[src/rtl/jst_pkg.sv]
package jst_pkg;

  localparam int SLOTS_DEF = 16;   // default table depth
  localparam int MAX_LIST  = 16;   // most results one list transaction returns
  localparam int LIST_CNT_W = $clog2(MAX_LIST + 1);

  localparam int PID_W  = 22;
  localparam int JID_W  = 17;
  localparam int JST_W  = 2;
  localparam int SLOT_W = 4;

  // operation codes
  localparam logic [2:0] KIND_ADD    = 3'd0;
  localparam logic [2:0] KIND_DELETE = 3'd1;
  localparam logic [2:0] KIND_SET    = 3'd2;
  localparam logic [2:0] KIND_LOOKUP = 3'd3;
  localparam logic [2:0] KIND_FG     = 3'd4;
  localparam logic [2:0] KIND_LIST   = 3'd5;

  // result status codes
  localparam logic [1:0] STAT_OK       = 2'd0;
  localparam logic [1:0] STAT_NO_MATCH = 2'd1;
  localparam logic [1:0] STAT_FULL     = 2'd2;
  localparam logic [1:0] STAT_BAD_PID  = 2'd3;

  localparam logic [JST_W-1:0] JOB_FG   = 2'd1;
  localparam logic [JID_W-1:0] JID_MAX  = 17'h1FFFF;
  localparam logic [JID_W:0]   JID_WRAP = 18'd65536;

  typedef struct packed {
    logic [2:0]       kind;
    logic [PID_W-1:0] proc_id;
    logic [JST_W-1:0] new_state;
  } jst_in_t;

  typedef struct packed {
    logic [1:0]        status;
    logic [PID_W-1:0]  out_pid;
    logic [JID_W-1:0]  out_jid;
    logic [JST_W-1:0]  out_state;
    logic [SLOT_W-1:0] out_slot;
    logic              last;
  } jst_out_t;

  typedef struct packed {
    logic [PID_W-1:0] pid;
    logic [JID_W-1:0] jid;
    logic [JST_W-1:0] state;
  } jst_entry_t;

  typedef enum logic [1:0] {
    FSM_IDLE,
    FSM_SCAN,
    FSM_DONE
  } jst_fsm_t;

endpackage

[src/rtl/job_slot_table.sv]
// Channel  Direction  Ports                          Payload
// in       input      in_valid, in_ready, in_data    jst_in_t  (kind, proc_id, new_state)
// out      output     out_valid, out_ready, out_data jst_out_t (status, pid, jid, state,
//                                                              slot, last)
//
// One operation at a time: the next accept waits for the current operation to finish
// its scan of the single-port slot memory, read one slot a cycle unless the scan is held.
// Every cycle a list result or a final result waits on a result not yet taken by
// out_ready holds the scan or the completion step.
// Reset (rst_n, synchronous, active low) clears the per-slot occupied bits at once,
// so the table reads empty on the first cycle after reset; no clearing pass.
// The output register frees the input side: a new transaction is taken while a
// result still waits for out_ready.
module job_slot_table import jst_pkg::*; #(
  parameter int SLOTS = SLOTS_DEF
) (
  input  logic     clk,
  input  logic     rst_n,
  input  logic     in_valid,
  output logic     in_ready,
  input  jst_in_t  in_data,
  output logic     out_valid,
  input  logic     out_ready,
  output jst_out_t out_data
);

  localparam int IDX_W = $clog2(SLOTS);
  localparam int CNT_W = $clog2(SLOTS + 1);
  localparam logic [CNT_W-1:0] SCAN_END = CNT_W'(SLOTS);

  // ---------------------------------------------------------------------------
  // Slot memory: pid, job id and state of each slot. An entry is only meaningful
  // while its occupied bit is set; otherwise it reads as all zero.
  // ---------------------------------------------------------------------------
  jst_entry_t slot_mem [SLOTS];
  jst_entry_t rd_q_r;
  logic             mem_rd_en;
  logic             mem_wr_en;
  logic [IDX_W-1:0] mem_wr_idx;
  jst_entry_t       mem_wr_data;

  // control state
  jst_fsm_t              state_r, state_nxt;
  logic [SLOTS-1:0]      occ_r, occ_nxt;
  logic [JID_W-1:0]      next_id_r, next_id_nxt;
  logic [CNT_W-1:0]      rd_idx_r, rd_idx_nxt;      // next slot to read
  logic                  b_valid_r, b_valid_nxt;    // read data for b_idx_r present
  logic                  hit_r, hit_nxt;
  logic [LIST_CNT_W-1:0] cnt_r, cnt_nxt;            // list results sent so far
  logic                  out_valid_r, out_valid_nxt;

  // payload state
  jst_in_t          op_r, op_nxt;
  logic [IDX_W-1:0] b_idx_r, b_idx_nxt;
  logic [IDX_W-1:0] hit_idx_r, hit_idx_nxt;
  jst_entry_t       hit_ent_r, hit_ent_nxt;
  logic [JID_W-1:0] max_r, max_nxt;                 // largest jid outside the first hit
  jst_out_t         out_r, out_nxt;

  // scan datapath
  logic       occ_b;
  jst_entry_t b_ent;
  logic       b_match;
  logic       list_emit;
  logic       more_after;
  logic       out_free;
  logic       scan_stall;

  // completion datapath
  logic             pid_op;
  logic             need_out;
  logic             wr_pre;
  logic             occ_set_pre;
  logic             occ_clr_pre;
  logic [JID_W:0]   id_sum;
  logic [JID_W-1:0] id_sat;
  jst_entry_t       new_ent;
  jst_out_t         done_res;

  function automatic logic [SLOT_W-1:0] slot_lo(input logic [IDX_W-1:0] idx);
    logic [IDX_W+SLOT_W-1:0] ext;
    ext = {{SLOT_W{1'b0}}, idx};
    return ext[SLOT_W-1:0];
  endfunction

  function automatic jst_out_t mk_res(input logic [1:0] status, input jst_entry_t ent,
                                      input logic [SLOT_W-1:0] slot, input logic last);
    jst_out_t r;
    r.status    = status;
    r.out_pid   = ent.pid;
    r.out_jid   = ent.jid;
    r.out_state = ent.state;
    r.out_slot  = slot;
    r.last      = last;
    return r;
  endfunction

  always_ff @(posedge clk) begin
    if (mem_rd_en) begin
      rd_q_r <= slot_mem[rd_idx_r[IDX_W-1:0]];
    end
    if (mem_wr_en) begin
      slot_mem[mem_wr_idx] <= mem_wr_data;
    end
  end

  // ---------------------------------------------------------------------------
  // Scan stage: the slot read last cycle is classified here. Writes only happen
  // in FSM_DONE, after the scan has drained, so no read sees a pending write.
  // ---------------------------------------------------------------------------
  assign occ_b = occ_r[b_idx_r];
  assign b_ent = occ_b ? rd_q_r : '0;
  assign out_free = !out_valid_r || out_ready;

  always_comb begin
    case (op_r.kind)
      KIND_ADD:    b_match = !occ_b;
      KIND_DELETE,
      KIND_SET,
      KIND_LOOKUP: b_match = occ_b && (b_ent.pid == op_r.proc_id);
      KIND_FG:     b_match = occ_b && (b_ent.state == JOB_FG);
      KIND_LIST:   b_match = occ_b;
      default:     b_match = 1'b0;
    endcase
  end

  // last flag of a list result: no occupied slot further on, or the cap is reached
  assign more_after = |(occ_r & (({SLOTS{1'b1}} << b_idx_r) << 1));
  assign list_emit  = (state_r == FSM_SCAN) && b_valid_r && (op_r.kind == KIND_LIST) &&
                      occ_b && (cnt_r != LIST_CNT_W'(MAX_LIST));
  assign scan_stall = list_emit && !out_free;

  // ---------------------------------------------------------------------------
  // Completion: result of the single-result operations and the write-back.
  // ---------------------------------------------------------------------------
  assign pid_op = (op_r.kind == KIND_ADD) || (op_r.kind == KIND_DELETE) ||
                  (op_r.kind == KIND_SET) || (op_r.kind == KIND_LOOKUP);

  assign id_sum = {1'b0, next_id_r} + {{JID_W{1'b0}}, 1'b1};
  assign id_sat = (id_sum > {1'b0, JID_MAX}) ? JID_MAX : id_sum[JID_W-1:0];

  always_comb begin
    need_out    = 1'b1;
    wr_pre      = 1'b0;
    occ_set_pre = 1'b0;
    occ_clr_pre = 1'b0;
    new_ent     = hit_ent_r;
    done_res    = mk_res(STAT_NO_MATCH, '0, '0, 1'b1);
    if (pid_op && (op_r.proc_id == '0)) begin
      done_res = mk_res(STAT_BAD_PID, '0, '0, 1'b1);
    end else begin
      case (op_r.kind)
        KIND_ADD: begin
          new_ent = '{pid: op_r.proc_id, jid: id_sat, state: op_r.new_state};
          if (hit_r) begin
            wr_pre      = 1'b1;
            occ_set_pre = 1'b1;
            done_res    = mk_res(STAT_OK, new_ent, slot_lo(hit_idx_r), 1'b1);
          end else begin
            done_res = mk_res(STAT_FULL, '0, '0, 1'b1);
          end
        end
        KIND_DELETE: begin
          if (hit_r) begin
            occ_clr_pre = 1'b1;
            done_res    = mk_res(STAT_OK, hit_ent_r, slot_lo(hit_idx_r), 1'b1);
          end
        end
        KIND_SET: begin
          new_ent.state = op_r.new_state;
          if (hit_r) begin
            wr_pre   = 1'b1;
            done_res = mk_res(STAT_OK, new_ent, slot_lo(hit_idx_r), 1'b1);
          end
        end
        KIND_LOOKUP,
        KIND_FG: begin
          if (hit_r) begin
            done_res = mk_res(STAT_OK, hit_ent_r, slot_lo(hit_idx_r), 1'b1);
          end
        end
        KIND_LIST: begin
          // results already went out during the scan; empty table reports no match
          need_out = (cnt_r == '0);
        end
        default: begin
          need_out = 1'b0;
        end
      endcase
    end
  end

  // ---------------------------------------------------------------------------
  // Sequencer: IDLE takes a transaction, SCAN walks every slot, DONE commits.
  // ---------------------------------------------------------------------------
  always_comb begin
    state_nxt     = state_r;
    occ_nxt       = occ_r;
    next_id_nxt   = next_id_r;
    rd_idx_nxt    = rd_idx_r;
    b_valid_nxt   = b_valid_r;
    hit_nxt       = hit_r;
    cnt_nxt       = cnt_r;
    op_nxt        = op_r;
    b_idx_nxt     = b_idx_r;
    hit_idx_nxt   = hit_idx_r;
    hit_ent_nxt   = hit_ent_r;
    max_nxt       = max_r;
    out_nxt       = out_r;
    out_valid_nxt = out_valid_r && !out_ready;
    in_ready      = 1'b0;
    mem_rd_en     = 1'b0;
    mem_wr_en     = 1'b0;
    mem_wr_idx    = hit_idx_r;
    mem_wr_data   = new_ent;

    case (state_r)
      FSM_IDLE: begin
        in_ready = 1'b1;
        if (in_valid) begin
          op_nxt = in_data;
          // unknown kinds are taken and dropped without a result
          if (in_data.kind <= KIND_LIST) begin
            state_nxt   = FSM_SCAN;
            rd_idx_nxt  = '0;
            b_valid_nxt = 1'b0;
            hit_nxt     = 1'b0;
            cnt_nxt     = '0;
            max_nxt     = '0;
          end
        end
      end

      FSM_SCAN: begin
        if (!scan_stall) begin
          if (rd_idx_r != SCAN_END) begin
            mem_rd_en   = 1'b1;
            rd_idx_nxt  = rd_idx_r + CNT_W'(1);
            b_idx_nxt   = rd_idx_r[IDX_W-1:0];
            b_valid_nxt = 1'b1;
          end else begin
            b_valid_nxt = 1'b0;
          end
          if (b_valid_r) begin
            if (b_match && !hit_r) begin
              hit_nxt     = 1'b1;
              hit_idx_nxt = b_idx_r;
              hit_ent_nxt = b_ent;
            end else if (occ_b && (b_ent.jid > max_r)) begin
              max_nxt = b_ent.jid;
            end
            if (list_emit) begin
              out_valid_nxt = 1'b1;
              out_nxt = mk_res(STAT_OK, b_ent, slot_lo(b_idx_r),
                               !more_after || (cnt_r == LIST_CNT_W'(MAX_LIST - 1)));
              cnt_nxt = cnt_r + LIST_CNT_W'(1);
            end
          end else if (rd_idx_r == SCAN_END) begin
            state_nxt = FSM_DONE;
          end
        end
      end

      FSM_DONE: begin
        if (!need_out || out_free) begin
          state_nxt = FSM_IDLE;
          mem_wr_en = wr_pre;
          if (need_out) begin
            out_valid_nxt = 1'b1;
            out_nxt       = done_res;
          end
          if (occ_set_pre) begin
            occ_nxt[hit_idx_r] = 1'b1;
            next_id_nxt = ({1'b0, id_sat} > JID_WRAP) ? JID_W'(1) : id_sat;
          end
          if (occ_clr_pre) begin
            occ_nxt[hit_idx_r] = 1'b0;
            next_id_nxt = max_r;
          end
        end
      end

      default: begin
        state_nxt = FSM_IDLE;
      end
    endcase
  end

  always_ff @(posedge clk) begin
    if (!rst_n) begin
      state_r     <= FSM_IDLE;
      occ_r       <= '0;
      next_id_r   <= '0;
      rd_idx_r    <= '0;
      b_valid_r   <= 1'b0;
      hit_r       <= 1'b0;
      cnt_r       <= '0;
      out_valid_r <= 1'b0;
    end else begin
      state_r     <= state_nxt;
      occ_r       <= occ_nxt;
      next_id_r   <= next_id_nxt;
      rd_idx_r    <= rd_idx_nxt;
      b_valid_r   <= b_valid_nxt;
      hit_r       <= hit_nxt;
      cnt_r       <= cnt_nxt;
      out_valid_r <= out_valid_nxt;
    end
  end

  always_ff @(posedge clk) begin
    op_r      <= op_nxt;
    b_idx_r   <= b_idx_nxt;
    hit_idx_r <= hit_idx_nxt;
    hit_ent_r <= hit_ent_nxt;
    max_r     <= max_nxt;
    out_r     <= out_nxt;
  end

  assign out_valid = out_valid_r;
  assign out_data  = out_r;

`ifndef NO_ASSERTIONS
  // write-back only after the scan has drained: no read can race a write
  assert property (@(posedge clk) disable iff (!rst_n)
    mem_wr_en |-> (state_r == FSM_DONE))
    else $error("slot memory written outside completion");

  assert property (@(posedge clk) disable iff (!rst_n)
    b_valid_r |-> (state_r == FSM_SCAN))
    else $error("scan data present outside scan");

  // every successful result names an occupied slot
  assert property (@(posedge clk) disable iff (!rst_n)
    (out_valid && (out_data.status == STAT_OK)) |-> (out_data.out_pid != '0))
    else $error("ok result with empty pid");

  assert property (@(posedge clk) disable iff (!rst_n)
    (out_valid && (out_data.status != STAT_OK)) |-> (out_data.last && (out_data.out_jid == '0)))
    else $error("error result not final or carries a job id");

  // a list scan never sends more results than the cap
  assert property (@(posedge clk) disable iff (!rst_n)
    cnt_r <= LIST_CNT_W'(MAX_LIST))
    else $error("list result count over cap");
`endif

endmodule
[config.mk]
export PLATFORM = sky130hd
export DESIGN_NAME = job_slot_table
export DESIGN_NICKNAME = d
export VERILOG_FILES = /design/src/rtl/jst_pkg.sv /design/src/rtl/job_slot_table.sv
export SDC_FILE = /design/constraint.sdc
export NUM_CORES = 1
export LEC_CHECK = 0
export ABC_AREA = 1
export BUFFER_PORTS_ARGS = -buffer_cell sky130_fd_sc_hd__buf_2
export CAP_MARGIN = 10
export CORE_UTILIZATION = 58
export DETAILED_ROUTE_END_ITERATION = 6
export PLACE_DENSITY = 0.75
export SKIP_CTS_REPAIR_TIMING = 1
export SLEW_MARGIN = 0
export SYNTH_ARGS = -nofsm -noshare
export SYNTH_HDL_FRONTEND = slang
export SYNTH_SLANG_ARGS = --single-unit
[constraint.sdc]
create_clock -name clk -period 11.13 [get_ports clk]
set_input_delay 1.6695 -clock clk [delete_from_list [all_inputs] [get_ports clk]]
set_output_delay 1.6695 -clock clk [all_outputs]
set_load 0.01 [all_outputs]
==> reports/qor.yml <==
mappedNetlistArea_um2: 36700
placementRows: 91
p_leak_nw: 14.2
grt_pass1_wl_um: 146000
ios: 81
fp.dieW_um: 253
place_area_um2: 38100
vias: 25800
area_delta_synth_final_pct: 11.5
grt_pass1_vias: 24700
drv_slew: 0
hpwl_um: 55200
maxCapViolCount: 0
period_share_pct: 45.2
nNetsFinal: 3236
fmax_ghz: 0.199
hold_viol: 0
clk_pin_slew_ns: 0.07
drc: 0
totalPowerFinal_w: 0.00942
synth_top_cell_area_share_pct: 68.6
diodes: 0
required_ns: 11.40
grt_usage_pct: 30.8
synth_edf_count: 838
layout-drive-gt1-share_pct: 11.2
status: "completed"
grt-ovfl-total: 0
critPathArrivalTime_ns: 5.30
syn_area_per_cell_um2: 11.8
ant_nets: 0
initial_utilization_pct: 59.1
die_h_um: 253
power.density_nw_per_um2: 231
finalSetupTns_ns: 0
fin_skew_ns: 0.0212
clkLatencyLatePin_ns: 0.65
maxSlewHeadroom_pct: 19.6
setup_viol: 0
ir_drop_v: 0.000146
syn_nets: 3167
ys_top_cells_by_area: "edfxtp_1, o21ai_0, nand2_1, nor2_1, o22ai_1"
netlist-cell-type-count: 48
rsz0062_at_grt: "no"
viasPerCell: 6.33
cts_buffers: 87
drt-pass1-iter-count: 6
syn_inst: 3109
tritoncts: "yes"
seq_area_frac_synth_pct: 71.3
synth_mux_area_share_pct: 0
synth_area_leader_cell: "edfxtp_1"
r2r_slack_ns: 6.10
dieArea_um2: 64200
synth_top_family_by_area: "simple AND/OR/NAND/NOR gates"
hold_class: "flop to flop"
synth_compound_area_share_pct: 11.2
yosys_register_bits: 886
clock_path_buffers: 3
root_buffer: "clkbuf_16"
path_max_fanout: 47
fin_crit_ns: 5.03
gp_congestion: 0.966
yosys.area_share.simple_pct: 12.5
drt_iter0_drc: 3520
grt_max_degree: 94
wire_per_inst_um: 24.2
antenna_found_initial: 4
io_buffers: 80
ys_warn_count: 0
worstMarginPinSlew_ns: 1.20
critPathLaunchType: "flop"
h-tree-depth: 3
yosys.area_share.xor_xnor_pct: 0.215
synth-async-reset-ratio_pct: 0
fin_area_um2: 40900
clkSinkCount: 886
critPathCaptureType: "flop"
path_class: "flop to flop"
coreArea_um2: 62100
stdcell_count: 4079
wl_um: 98900
dp.cells: 3925
synth_fa_ha_area_share_pct: 0.922
synthFlopType: "edfxtp_1"
final timing paths:
path                               from  cells after the start                     end
hold reg to reg   occ_r[5]$_SDFFE_PN0P_                      2   occ_r[5]$_SDFFE_PN0P_
setup reg to reg   b_idx_r[0]$_DFFE_PP_                     20  max_r[4]$_SDFFCE_PN0P_
setup / recovery   b_idx_r[0]$_DFFE_PP_                     20  max_r[4]$_SDFFCE_PN0P_
hold / removal    occ_r[5]$_SDFFE_PN0P_                      2   occ_r[5]$_SDFFE_PN0P_
layer usage:
metal	share of wire, %	global-route usage (%)	vias to the layer above	routed length (um)
li1	-	-	11400	-
met4	3.1	11.7	0	3030
met5	0	0	-	0
met3	13	5.73	233	12400
met1	39	44.2	12400	38600
met2	45	46.8	1780	44700
registers in the layout, summed over array words and instances, names as in the netlist, 4 cells and up:
register	count
max_r	17
occ_r	16
cnt_r	5
out_data	48
b_idx_r	4
rd_idx_r	5
hit_ent_r	41
next_id_r	17
hit_idx_r	4
slot_mem	656
rd_q_r	41
op_r	27
cell families after synthesis:
| family | count (synthesis) |
|---|---|
| flops | 886 |
| compound gates | 747 |
| xor+xnor | 9 |
| fa+ha+maj | 27 |
| simple gates | 1083 |
| buf+inv | 357 |
stage by stage:
step	hold WS, ns	setup WS (ns)	utilization [%]
3_5_place_dp	0.490	6.16	61.4
5_1_grt	0.524	5.56	65.9
3_3_place_gp	0.488	6.23	61.4
4_1_cts	0.502	6.16	65.8
2_1_floorplan	0.421	4.36	-
6_report	0.514	6.10	65.9
critical path: stages, from the launching register on:
cell      delay (ns)
edfxtp_1        0.62
inv_2           0.19
nand2_1         0.10
nand2_1         0.05
nand2_1         0.05
nand3_1         0.07
nand3_1         0.11
nand2_2         0.49
inv_2           0.74
nor2_1          0.18
ha_1            0.37
nand4_1         0.15
o21ai_0         0.18
nor3_1          0.07
o221ai_1        0.15
a21oi_1         0.09
o21ai_0         0.15
nand2_1         0.09
nor2_1          0.09
nand2_1         0.05
nand2_1         0.61
placed cells by master (no fill, tap or decap), drive strengths merged:
cell / n
nand3b: 2
clkinvlp: 3
nor3: 48
a21oi: 71
nand2: 446
clkbuf: 106
and3b: 1
o21a: 1
a31oi: 16
xor2: 8
nand3: 70
o2111ai: 1
o21ai: 454
nor3b: 1
a211oi: 3
xnor2: 1
buf: 156
ha: 27
nor4: 22
o22ai: 172
a22o: 1
a311oi: 5
dfxtp: 48
clkinv: 40
edfxtp: 838
o31ai: 1
o21bai: 1
bufinv: 6
nand4: 54
o221ai: 2
a22oi: 19
inv: 179
nor2: 439
cell usage after synthesis (all sizes together), types with 2 or more instances:
cell	count
nand3	70
buf	23
ha	27
a21oi	71
a211oi	3
o221ai	2
dfxtp	48
a31oi	16
nand4	54
clkbuf	153
nor3	48
clkinv	4
nor4	22
o21ai	454
nor2	439
o22ai	172
nand2	446
edfxtp	838
a22oi	19
xor2	8
a311oi	5
inv	177
nand3b	2
final cells by class:
type | count | area (um2)
Clock inverter | 47 | 448
Inverter | 181 | 692
Fill cell | 4382 | 21200
Clock buffer | 106 | 2290
Tap cell | 837 | 1050
Timing Repair Buffer | 156 | 991
Multi-Input combinational cell | 1866 | 9270
Sequential cell | 886 | 26100
report_power, final:
group	leakage (nW)	switching, W	total [W]	internal, W
clock network	1.33	0.00122	0.00282	0.00161
logic	4.86	0.00170	0.00231	0.000618
registers	8.01	0.000191	0.00429	0.00409
(Power assumes the default switching activity.)
